File: config.mk
export PLATFORM = sky130hd
export DESIGN_NAME = vmx_ram
export DESIGN_NICKNAME = d
export VERILOG_FILES = /design/src/hdl/vmx_ram.sv
export SDC_FILE = /design/constraint.sdc
export NUM_CORES = 2
export LEC_CHECK = 0
export ABC_AREA = 0
export BUFFER_PORTS_ARGS = -buffer_cell sky130_fd_sc_hd__buf_2
export CORE_UTILIZATION = 55
export CTS_CLUSTER_SIZE = 28
export DETAILED_ROUTE_END_ITERATION = 16
export GPL_ROUTABILITY_DRIVEN = 0
export PLACE_DENSITY_LB_ADDON = 0.25
export SYNTH_ARGS = -nofsm -noshare
export SYNTH_HDL_FRONTEND = slang
export SYNTH_SLANG_ARGS = --single-unit
export TNS_END_PERCENT = 1
File: constraint.sdc
create_clock -name clock -period 3.1 [get_ports clock]
set_input_delay 0.62 -clock clock [delete_from_list [all_inputs] [get_ports clock]]
set_output_delay 0.62 -clock clock [all_outputs]
set_load 0.05 [all_outputs]
File: src/hdl/vmx_ram.sv
// Generic one-write, one-read RAM with registered read data.
module vmx_ram #(
   parameter int WIDTH = 8,
   parameter int DEPTH = 256
) (
   input  logic                                   clock,
   input  logic                                   we,
   input  logic [((DEPTH > 1) ? $clog2(DEPTH) : 1)-1:0] waddr,
   input  logic [WIDTH-1:0]                       wdata,
   input  logic [((DEPTH > 1) ? $clog2(DEPTH) : 1)-1:0] raddr,
   output logic [WIDTH-1:0]                       rdata
);
   logic [WIDTH-1:0] mem [DEPTH];
   logic [WIDTH-1:0] rdata_ff;

   // write port and registered read port
   always_ff @(posedge clock) begin
      if (we) begin
         mem[waddr] <= wdata;
      end
      rdata_ff <= mem[raddr];
   end

   assign rdata = rdata_ff;
endmodule

==> out/metrics.yaml <==
worstSkewPairLatency_ps: 820
yosysWarnings: 0
avgViaCountPerCell: 6.37
cts.sinks: 2056
cts_hold_buf: 0
ys_top_cells_by_area: "edfxtp_1 77%, mux4_2 13%, mux2i_1 1.7%"
period_share_pct: 96.2
seq_area_frac_synth_pct: 77.5
clockBufferDepth: 3
final_layout_size_suffix_gt1_share_pct: 31.9
holdPathEnd: "mem[176][7]"
crit_chain: "buf_8, buf_12, buf_12, buf_4, mux4_2, a22oi_1, a21oi_1, nor4_1, buf_4, nor4_2"
cts_tree: "built"
hp-start: "wdata[7]"
holdWs_ps: 253
synth-async-reset-ratio_pct: 0
dieArea_sq_um: 146000
boundaryPins: 34
grt_first_pass_wirelength_um: 285000
worst-slew-pin-transition_ps: 1060
drtAntennaViolNets: 0
port_buffers: 33
slowest_delay_ps: 930
drt_wl_total_um: 196000
grt_pass1_vias: 40900
grt_max_degree: 106
synth_ff_type: "edfxtp_1"
syn-num-nets: 3759
root_buffer: "clkbuf_16"
r2r_start: "mem[51][0]"
path_class: "in2reg"
cp_data_required_time_ps: 3780
final-hold-violation-count: 0
dr.pass1.iters: 6
synth.ff_latch_count: 2056
core_area_sq_um: 143000
drtIter0Drc: 5217
path_buf_inv: 5
yosysTopAreaCell: "edfxtp_1"
p_leak_nw: 30.1
finish.utilization_pct: 64.7
clkSlewWorstSetupHoldPaths_ps: 60
vias: 41200
pwr_density_cell_nw_per_um2: 618
r2r_slack_ps: 330
r2r_cells: 6
area_delta_synth_final_pct: 16.7
drv_slew: 0
synth_area_per_cell_sq_um: 21.3
hold_depth: 1
grtUsageTotal_pct: 27.3
cp_top_family: "buffers and inverters"
syn_area_sq_um: 79600
antenna_found_initial: 7
hold_path_class: "in2reg"
dp_hpwl_um: 128000
wire_per_inst_um: 30.4
fmaxAchievable_ghz: 0.335
crit_path_end_kind: "register"
status: "completed"
rsz0062_at_grt: "false"
grt_overflow: 0
synth_top_cell_area_share_pct: 77.3
worst-path-stages: 10
power_mw: 57.4
max_cap_viol_count: 0
syn_inst: 3733
ir_drop_uv: 639
yosysUniqueCellTypes: 55
setup_viol: 0
layout.nets: 4427
drc: 0
ctsHtreeMaxLevel: 4
critical_path_arrival_ps: 3660
slowest_stage: "nor4_1"
die_x_um: 382
start_kind: "primary input"
period_needed_ps: 2980
start_util_pct: 55.4
slew_headroom_pct: 28.5
skew_ps: 26.1
cts_buffers: 197
reg2reg_to: "rdata[0]"
critPathMaxFanout: 14
placementRows: 139
synth_edf_count: 2048
die_h_um: 382
-- repair_timing --
item / 4_1_cts / 5_1_grt
endpoints found under the hold margin: 0 / 0
resized for setup: 0 / 1
setup endpoints to repair: 0 / 1
setup buffers: 0 / 0
-- per-stage QoR --
stage	worst slack, ps	cell area, sq um	instances	TNS (ps)
final	118	92900	6466	0
after global routing	69.1	92900	6463	0
after CTS	55.4	92900	6463	0
after detailed placement	-744	86500	6105	-3400
after global placement	-748	86500	6105	-3420
after floorplan	542	79600	3733	0
-- placed cells by master (no fill, tap or decap), drive strengths merged, types with 8 or more instances in the layout --
master / instances
nand2: 33
nor4: 27
clkbuf: 249
nand2b: 8
nand4: 10
a22o: 8
edfxtp: 2048
a21oi: 96
o221ai: 47
o22ai: 28
mux2i: 134
nor2: 282
bufinv: 18
clkinv: 77
a221oi: 14
buf: 701
nor2b: 31
o211ai: 10
inv: 10
mux4: 456
nor3: 22
nand3: 34
a211oi: 16
dfxtp: 8
o21ai: 12
a22oi: 133
-- state kept, by name, summed over array words and instances, names as in the netlist --
register and count:
rdata 8, mem 2048
-- area by class of cell --
cell class	count	area, sq um
Antenna cell	3	7.51
Clock buffer	248	5180
Clock inverter	110	1130
Fill cell	9324	50600
Inverter	2	7.51
Multi-Input combinational cell	1442	16500
Sequential cell	2056	61700
Tap cell	1903	2380
Timing Repair Buffer	702	6000
-- cell usage after synthesis, types with 13 or more instances --
cell type,number
a22oi_1,133
a211oi_1,16
nand3_1,34
nand2_1,33
nor2b_1,31
buf_8,13
a221oi_1,13
buf_6,21
nor2_1,282
mux2i_1,134
buf_1,22
a21oi_1,96
buf_2,31
nor4_1,24
nor3_1,22
mux4_2,454
o221ai_1,46
buf_4,27
edfxtp_1,2048
o22ai_1,28
clkbuf_1,111
-- layer usage --
metal,vias to the layer above,routed length (um),global-route usage (%)
met2,2260,93700,42.3
met3,324,20400,5.82
met1,21600,76800,39.6
met5,-,57,0
met4,10,5310,7.87
li1,17100,-,-
-- power by group --
| group | internal, mW | switching (mW) | total [mW] |
|---|---|---|---|
| Sequential | 30.6 | 0.0622 | 30.7 |
| Clock | 13.4 | 10.1 | 23.5 |
| Combinational | 1.25 | 1.95 | 3.20 |
| Total | 45.3 | 12.1 | 57.4 |
-- worst reg2reg max path: stages (launching register included) --
cell and delay, ps:
edfxtp_1 360, mux4_2 470, o211ai_1 300, nand3_1 250, nor4_1 970, buf_4 270
nor4_2 40
-- worst max-delay path by stage --
stage	start	to	slack, ps
final	raddr[0]	rdata[0]	120
after global routing	raddr[0]	rdata[6]	70
after CTS	raddr[0]	rdata[1]	60
after detailed placement	raddr[0]	rdata[1]	-740
after global placement	raddr[0]	rdata[1]	-750
after floorplan	raddr[0]	rdata[2]	540
-- kinds of logic after synthesis --
family | count (synthesis) | synth area share (%)
simple gates | 466 | 2.63
flops | 2056 | 77.5
mux | 591 | 14.6
compound gates | 385 | 3.42
buf+inv | 235 | 1.83
Power figures use the tool's default switching activity.
