## config.mk

```make
export PLATFORM = sky130hd
export DESIGN_NAME = vmx_tree
export DESIGN_NICKNAME = d
export VERILOG_FILES = /design/src/hdl/vmx_pkg.sv /design/src/hdl/vmx_node.sv /design/src/hdl/vmx_tree.sv
export SDC_FILE = /design/constraint.sdc
export NUM_CORES = 2
export LEC_CHECK = 0
export ABC_CLOCK_PERIOD_IN_PS = 42100
export BUFFER_PORTS_ARGS = -buffer_cell sky130_fd_sc_hd__buf_2
export CORE_MARGIN = 2
export CORE_UTILIZATION = 57
export CTS_BUF_LIST = sky130_fd_sc_hd__clkbuf_8
export CTS_CLUSTER_SIZE = 28
export DETAILED_ROUTE_END_ITERATION = 16
export PLACE_DENSITY = 0.83
export SLEW_MARGIN = 40
export SYNTH_ARGS = -nofsm -noshare
export SYNTH_HDL_FRONTEND = slang
export SYNTH_HIERARCHICAL = 1
export SYNTH_SLANG_ARGS = --single-unit
```

## constraint.sdc

```tcl
create_clock -name clock -period 42.1 [get_ports clock]
set_input_delay 4.21 -clock clock [delete_from_list [all_inputs] [get_ports clock]]
set_output_delay 4.21 -clock clock [all_outputs]
set_load 0.005 [all_outputs]
```

## src/hdl/vmx_pkg.sv

```systemverilog
// Shared types and constants for the voice mixer.
package vmx_pkg;

   // Operation codes carried by req_operation
   localparam logic [2:0] OP_LOAD     = 3'd0;
   localparam logic [2:0] OP_START    = 3'd1;
   localparam logic [2:0] OP_PAUSE    = 3'd2;
   localparam logic [2:0] OP_STOP     = 3'd3;
   localparam logic [2:0] OP_STOP_ALL = 3'd4;
   localparam logic [2:0] OP_TICK     = 3'd5;

   // Sample width register codes
   localparam logic [1:0] WIDTH_BYTE = 2'd1;
   localparam logic [1:0] WIDTH_WORD = 2'd2;

   // Fixed point: values carry 16 fraction bits
   localparam int Q_BITS = 16;
   localparam int VAL_W  = 33;
   localparam int SMP_W  = 17;

   // Clamp limits in Q16 (256 and 32768)
   localparam logic [VAL_W-1:0] MQ_NARROW = 33'h001000000;
   localparam logic [VAL_W-1:0] MQ_WIDE   = 33'h080000000;

   // Per-voice record held in the voice memory
   typedef struct packed {
      logic [15:0] start;
      logic [16:0] total;
      logic [15:0] pos;
      logic [16:0] rem;
      logic [7:0]  loops;
   } voice_rec_type;

   typedef enum logic [2:0] {
      ST_IDLE, ST_WALK, ST_REC, ST_RD0, ST_RD1, ST_MIX, ST_FIN
   } top_state_type;

   typedef enum logic [1:0] {
      T_IDLE, T_STEP, T_LEAF, T_NODE
   } tree_state_type;

   typedef enum logic [1:0] {
      PH_LEFT, PH_RIGHT, PH_JOIN
   } phase_type;

   typedef enum logic [2:0] {
      N_IDLE, N_MUL, N_PREP, N_DIV, N_OUT
   } node_state_type;

endpackage

```

## src/hdl/vmx_node.sv

```systemverilog
// One mixing node: (a+b)/(1+ab/max^2) in Q16 with a serial divider.
module vmx_node (
   input  logic                            clock,
   input  logic                            reset,
   input  logic                            start,
   input  logic                            wide,
   input  logic signed [vmx_pkg::VAL_W-1:0] a,
   input  logic signed [vmx_pkg::VAL_W-1:0] b,
   output logic                            done,
   output logic signed [vmx_pkg::VAL_W-1:0] r
);
   import vmx_pkg::*;

   localparam int DIVW = 49;
   localparam int BW   = $clog2(DIVW + 1);

   node_state_type           nstate_ff, nstate_in;
   logic signed [VAL_W-1:0]  a_ff, a_in, b_ff, b_in;
   logic [63:0]              prod_ff, prod_in;
   logic signed [33:0]       num_ff, num_in;
   logic [32:0]              dvs_ff, dvs_in;
   logic [DIVW-1:0]          quo_ff, quo_in;
   logic [32:0]              rem_ff, rem_in;
   logic [BW-1:0]            bit_ff, bit_in;
   logic                     sat_ff, sat_in;

   logic [VAL_W-1:0] amag, bmag, mq, omag;
   logic [31:0]      tmag;
   logic signed [33:0] tval, dval;
   logic [33:0]      nmag, rs;

   always_ff @(posedge clock) begin
      if (reset) begin
         nstate_ff <= N_IDLE;
      end else begin
         nstate_ff <= nstate_in;
      end
      a_ff    <= a_in;
      b_ff    <= b_in;
      prod_ff <= prod_in;
      num_ff  <= num_in;
      dvs_ff  <= dvs_in;
      quo_ff  <= quo_in;
      rem_ff  <= rem_in;
      bit_ff  <= bit_in;
      sat_ff  <= sat_in;
   end

   // sequencing: multiply, form denominator, divide, clamp
   always_comb begin
      nstate_in = nstate_ff;
      a_in = a_ff; b_in = b_ff; prod_in = prod_ff; num_in = num_ff;
      dvs_in = dvs_ff; quo_in = quo_ff; rem_in = rem_ff; bit_in = bit_ff;
      sat_in = sat_ff;
      done = 1'b0;
      r = '0;
      amag = a_ff[VAL_W-1] ? VAL_W'(-a_ff) : VAL_W'(a_ff);
      bmag = b_ff[VAL_W-1] ? VAL_W'(-b_ff) : VAL_W'(b_ff);
      mq   = wide ? MQ_WIDE : MQ_NARROW;
      tmag = wide ? 32'(prod_ff >> 46) : 32'(prod_ff >> 32);
      tval = (a_ff[VAL_W-1] ^ b_ff[VAL_W-1]) ? -$signed({2'b00, tmag})
                                             : $signed({2'b00, tmag});
      dval = 34'sd65536 + tval;
      nmag = num_ff[33] ? 34'(-num_ff) : 34'(num_ff);
      rs   = {rem_ff, quo_ff[DIVW-1]};
      omag = '0;
      case (nstate_ff)
         N_IDLE: begin
            if (start) begin
               a_in = a;
               b_in = b;
               nstate_in = N_MUL;
            end
         end
         N_MUL: begin
            prod_in = 64'(amag[31:0]) * 64'(bmag[31:0]);
            num_in  = 34'(a_ff) + 34'(b_ff);
            nstate_in = N_PREP;
         end
         N_PREP: begin
            // non-positive denominator saturates by the sign of a+b
            if (dval[33] || dval == '0) begin
               sat_in = 1'b1;
               nstate_in = N_OUT;
            end else begin
               sat_in = 1'b0;
               dvs_in = dval[32:0];
               quo_in = {nmag[32:0], 16'h0000};
               rem_in = '0;
               bit_in = '0;
               nstate_in = N_DIV;
            end
         end
         N_DIV: begin
            // restoring division, one quotient bit a cycle
            if (rs >= {1'b0, dvs_ff}) begin
               rem_in = 33'(rs - {1'b0, dvs_ff});
               quo_in = {quo_ff[DIVW-2:0], 1'b1};
            end else begin
               rem_in = rs[32:0];
               quo_in = {quo_ff[DIVW-2:0], 1'b0};
            end
            bit_in = bit_ff + 1'b1;
            if (bit_ff == BW'(DIVW - 1)) begin
               nstate_in = N_OUT;
            end
         end
         N_OUT: begin
            if (sat_ff) begin
               omag = (num_ff != '0) ? mq : '0;
            end else if (quo_ff > DIVW'(mq)) begin
               omag = mq;
            end else begin
               omag = quo_ff[VAL_W-1:0];
            end
            r = num_ff[33] ? -$signed(omag) : $signed(omag);
            done = 1'b1;
            nstate_in = N_IDLE;
         end
         default: nstate_in = N_IDLE;
      endcase
   end
endmodule

```

## src/hdl/vmx_tree.sv

```systemverilog
// Halving mix tree walked in post-order with a frame stack and one node unit.
module vmx_tree #(
   parameter int VOICES = 32
) (
   input  logic                                   clock,
   input  logic                                   reset,
   input  logic                                   start,
   input  logic [$clog2(VOICES+1)-1:0]            count,
   input  logic                                   wide,
   output logic [((VOICES > 1) ? $clog2(VOICES) : 1)-1:0] rd_addr,
   input  logic signed [vmx_pkg::SMP_W-1:0]       rd_data,
   output logic                                   done,
   output logic signed [vmx_pkg::VAL_W-1:0]       result
);
   import vmx_pkg::*;

   localparam int VW  = (VOICES > 1) ? $clog2(VOICES) : 1;
   localparam int CW  = $clog2(VOICES + 1);
   localparam int SD  = $clog2(VOICES) + 2;
   localparam int SPW = $clog2(SD + 1);

   typedef struct packed {
      logic [VW-1:0]           base;
      logic [CW-1:0]           cnt;
      phase_type               ph;
      logic signed [VAL_W-1:0] left;
   } frame_type;

   tree_state_type          tstate_ff, tstate_in;
   frame_type               stk_ff [SD];
   frame_type               stk_in [SD];
   logic [SPW-1:0]          sp_ff, sp_in;
   logic signed [VAL_W-1:0] ret_ff, ret_in;

   frame_type               top, modtop, child;
   logic [CW-1:0]           half;
   logic                    node_start, node_done;
   logic signed [VAL_W-1:0] node_r;

   vmx_node u_node (
      .clock (clock),
      .reset (reset),
      .start (node_start),
      .wide  (wide),
      .a     (top.left),
      .b     (ret_ff),
      .done  (node_done),
      .r     (node_r)
   );

   always_ff @(posedge clock) begin
      if (reset) begin
         tstate_ff <= T_IDLE;
         sp_ff     <= '0;
      end else begin
         tstate_ff <= tstate_in;
         sp_ff     <= sp_in;
      end
      stk_ff <= stk_in;
      ret_ff <= ret_in;
   end

   // frame stack walker
   always_comb begin
      tstate_in  = tstate_ff;
      stk_in     = stk_ff;
      sp_in      = sp_ff;
      ret_in     = ret_ff;
      node_start = 1'b0;
      done       = 1'b0;
      top        = stk_ff[0];
      half       = top.cnt >> 1;
      modtop     = top;
      child      = '{base: top.base, cnt: half, ph: PH_LEFT, left: '0};
      rd_addr    = top.base;
      case (tstate_ff)
         T_IDLE: begin
            if (start) begin
               stk_in[0] = '{base: '0, cnt: count, ph: PH_LEFT, left: '0};
               sp_in = SPW'(1);
               tstate_in = T_STEP;
            end
         end
         T_STEP: begin
            if (sp_ff == '0) begin
               done = 1'b1;
               tstate_in = T_IDLE;
            end else if (top.cnt == '0) begin
               ret_in = '0;
               for (int k = 0; k < SD - 1; k++) stk_in[k] = stk_ff[k+1];
               sp_in = sp_ff - 1'b1;
            end else if (top.cnt == CW'(1)) begin
               tstate_in = T_LEAF;
            end else if (top.ph == PH_JOIN) begin
               node_start = 1'b1;
               tstate_in = T_NODE;
            end else begin
               // descend into left half, then right half
               if (top.ph == PH_LEFT) begin
                  modtop.ph = PH_RIGHT;
               end else begin
                  modtop.ph   = PH_JOIN;
                  modtop.left = ret_ff;
                  child.base  = top.base + VW'(half);
                  child.cnt   = top.cnt - half;
               end
               for (int k = 1; k < SD; k++) stk_in[k] = stk_ff[k-1];
               stk_in[1] = modtop;
               stk_in[0] = child;
               sp_in = sp_ff + 1'b1;
            end
         end
         T_LEAF: begin
            ret_in = VAL_W'(rd_data) <<< Q_BITS;
            for (int k = 0; k < SD - 1; k++) stk_in[k] = stk_ff[k+1];
            sp_in = sp_ff - 1'b1;
            tstate_in = T_STEP;
         end
         T_NODE: begin
            if (node_done) begin
               ret_in = node_r;
               for (int k = 0; k < SD - 1; k++) stk_in[k] = stk_ff[k+1];
               sp_in = sp_ff - 1'b1;
               tstate_in = T_STEP;
            end
         end
         default: tstate_in = T_IDLE;
      endcase
   end

   assign result = ret_ff;
endmodule
```

==> impl_summary.log <==
[metrics] status: finished clean
[metrics] CP Capture Type: flop
[metrics] final count of pins violating max slew: 0
[metrics] Simple-Gate Fraction of Synth Area: 12.9%
[metrics] primary flip-flop cell chosen by synthesis mapping: sky130_fd_sc_hd__edfxtp_1
[metrics] fraction of synthesized area in multiplexers: 0.673%
[metrics] buffers from clock root to sink, at most: 3
[metrics] number of antenna violations at the first check in global routing: 5
[metrics] maximum operating frequency: 0.0818 GHz
[metrics] syn_area_per_cell: 10.1 um2
[metrics] signed area change from the synthesized netlist to the final layout: 7.22%
[metrics] initial core utilization: 57.4%
[metrics] row count: ~120
[metrics] post-detailed-route wirelength per cell: 23.3 um
[metrics] Syn Nets: 7533
[metrics] Total Negative Setup Slacks: 0 ps
[metrics] post-CTS setup buffer count: 0
[metrics] critical path's slowest cell: sky130_fd_sc_hd__nor3b_1
[metrics] 1st-pass router iterations: 6
[metrics] overall die width: roughly 340 um
[metrics] combinational family with the most area after synthesis: adder cells
[metrics] synth cell count leaders: sky130_fd_sc_hd__inv_1 (1042), sky130_fd_sc_hd__fa_1 (899), sky130_fd_sc_hd__nor2_1 (763)
[metrics] ANT nets after route: 0
[metrics] DRC Markers: 0
[metrics] vias in the first global route: 49.3k
[metrics] final standard cell utilization of the core: 61.5%
[metrics] arrival time at the worst endpoint: between 10000 and 15000 ps
[metrics] die extent in y: ~340 um
[metrics] DRT iter0 DRCs: between 5k and 6k
[metrics] clock input transition at the sequential cells of the worst setup and hold paths: 70 ps
[metrics] startpoint type of the worst setup path: flop
[metrics] area of the mapped netlist: 63400 um2
[metrics] number of nets in the layout: ~7.6k
[metrics] CP max FO: 26
[metrics] total via count in the routed design: about 48k
[metrics] worst-margin pin slew: slightly below 900 ps
[metrics] hpwl dp: 137000 um
[metrics] share of the synthesized area in the top cell type: 28.9%
[metrics] fraction of final layout cells sized beyond drive strength 1: 7.22%
[metrics] time the final worst path needs with I/O delays and setup: ~12000 ps
[metrics] wire length of the first global-routing pass: 280000 um
[metrics] Port Buf Inserts: 65
[metrics] post-detailed-route via-to-cell ratio: 6.13
[metrics] Sinks on Clock Net: a little over 600
[metrics] Post-Route WL: 182000 um
[metrics] Clock Latency Late Sink: 730 ps
[metrics] Hold Fails Final Rpt: 0
[metrics] Synth Area in Compound Gates: under 10%
[metrics] maximum number of pins on one net before global-route repair: 119
[metrics] data required time of the critical path: 42530 ps
[metrics] worst max-slew margin expressed relative to the limit: around two fifths
[metrics] biggest area consumer among synthesized cells: sky130_fd_sc_hd__edfxtp_1
[metrics] number of fillers in the final layout: ~8.6k
[metrics] synthesized-area fraction occupied by adder cells: 35.4%
[metrics] worst clock skew: 63.5 ps
[metrics] Clock H-tree levels: 3
[metrics] critical path class: flop to flop
[metrics] Std-Cell Core Area: about 110000 um2
[metrics] biggest area contributors in the synthesized netlist: sky130_fd_sc_hd__edfxtp_1 (29%), sky130_fd_sc_hd__fa_1 (28%), sky130_fd_sc_hd__ha_1 (7.0%)
[metrics] clock tree from TritonCTS: done
[metrics] count of flip-flops with a built-in enable after synthesis: 609
[metrics] area share of xor/xnor cells in the synthesized design: between 4 and 5%
[metrics] number of CTS-inserted buffers: 94
[metrics] die area: 114000 um2
[metrics] portion of the post-synthesis area used by sequential elements: 29.1%
[metrics] cell count after synthesis: 6254
[metrics] total overflow reported by the global router: 0
[metrics] number of primary I/O pins: 66
[metrics] most repeated cell in the gate-level netlist after synthesis: sky130_fd_sc_hd__inv_1
[metrics] proportion of synthesized flip-flops having asynchronous set or reset: 0%
[metrics] Total Routing Usage GR: approximately 32%
[metrics] final number of setup-violating endpoints: 0
[metrics] hold buffers post-CTS: 0
[metrics] count of maximum capacitance violations: 0
[metrics] most frequent CP cell: sky130_fd_sc_hd__fa_1
[metrics] Synth warnings: 6
[metrics] weighted congestion reported at the end of routability-driven placement: 1.07
[metrics] worst min-delay path class: flop to flop
[metrics] final cycle utilization of the critical path: 29.1%
[metrics] number of storage elements in the synthesis netlist: slightly above 600
[metrics] buffer type at the clock tree root: sky130_fd_sc_hd__clkbuf_8
[metrics] delay of the slowest critical-path stage: 680 ps
[metrics] number of gates given a new drive strength after cts: 0
[metrics] setup repair after global routing missed its margin: false
[metrics] number of distinct library cell variants in the gate-level netlist after synthesis: 98
==> cell type report <==
class / count / area (um2) / area share, %
Multi-Input combinational cell: 4310 / 40400 / 59.5
Inverter: 1043 / 3920 / 5.76
Tap cell: 1488 / 1860 / 2.74
Clock buffer: 94 / 1290 / 1.90
Sequential cell: 617 / 18500 / 27.2
Clock inverter: 75 / 522 / 0.768
Antenna cell: 3 / 7.51 / 0.0110
Timing Repair Buffer: 206 / 1490 / 2.19
==> sequential cells by signal, summed over array words and instances (netlist names), 32 cells and up <==
name and count:
u_node/rem_ff 33, u_node/quo_ff 49, stk_ff 311, u_node/dvs_ff 33
u_node/prod_ff 32, u_node/b_ff 33, u_node/a_ff 33, u_node/num_ff 34
result 33
==> per-layer routing <==
metal  GRT usage [%]  part of all wire [%]  vias up
met3            9.60                    13      719
met2            49.1                    44     3246
met5               0                 0.022        -
met4            17.8                   6.5        6
met1            42.1                    37    23632
li1                -                     -    20414
==> critical path: cells and delay by family, from the launching register on <==
family,cells,cell delay (ps)
adder cells (fa/ha/maj),10,4670
AND/OR/NAND/NOR,11,2990
AO/OA/AOI/OAI,7,2350
buffers and inverters,7,1050
flip-flops,1,550
XOR/XNOR,2,310
==> through the flow <==
| step | instances | hold WS [ps] | setup slack (ps) | area, um2 |
|---|---|---|---|---|
| 4_1_cts | 7833 | 434 | 30000 | 67900 |
| 3_3_place_gp | 7658 | 430 | 30240 | 65800 |
| 5_1_grt | 7835 | 457 | 29400 | 68000 |
| 2_1_floorplan | 6254 | 427 | 28700 | 63400 |
| 3_5_place_dp | 7664 | 436 | 30050 | 66100 |
| 6_report | 7836 | 442 | 29870 | 68000 |
==> placed cells by master, fill, tap and decap left out, types with 51 or more instances in the layout <==
cell                          n
sky130_fd_sc_hd__nand3_1     51
sky130_fd_sc_hd__nor2_1     761
sky130_fd_sc_hd__a21o_1      66
sky130_fd_sc_hd__and3_1      79
sky130_fd_sc_hd__inv_1     1065
sky130_fd_sc_hd__nand2_1    657
sky130_fd_sc_hd__xor2_1     128
sky130_fd_sc_hd__buf_2       65
sky130_fd_sc_hd__edfxtp_1   609
sky130_fd_sc_hd__o21ai_0    152
sky130_fd_sc_hd__fa_1       899
sky130_fd_sc_hd__xnor2_1    116
sky130_fd_sc_hd__a21oi_1    163
sky130_fd_sc_hd__clkbuf_8    94
sky130_fd_sc_hd__ha_1       353
sky130_fd_sc_hd__buf_4      130
sky130_fd_sc_hd__a22o_1     202
==> worst paths after layout <==
path	from	to	slack, ps	cells past startpoint
max reg2reg	u_node/a_ff[0]	u_node/prod_ff[60]	29870	37
min reg2reg	stk_ff[84]	stk_ff[38]	440	0
min	stk_ff[84]	stk_ff[38]	440	0
max	u_node/a_ff[0]	u_node/prod_ff[60]	29870	37
==> logic make-up after synthesis <==
family,after synthesis
adders and majority gates,1252
and+or+nand+nor,1864
AOI/OAI and AO/OA,853
DFF,617
buffers and inverters,1327
xor gates and xnor gates,299
muxes,42
Power is left out: the tool's default activity adds up to more than one toggle a clock period on the data nets, which glitch-free logic cannot reach.
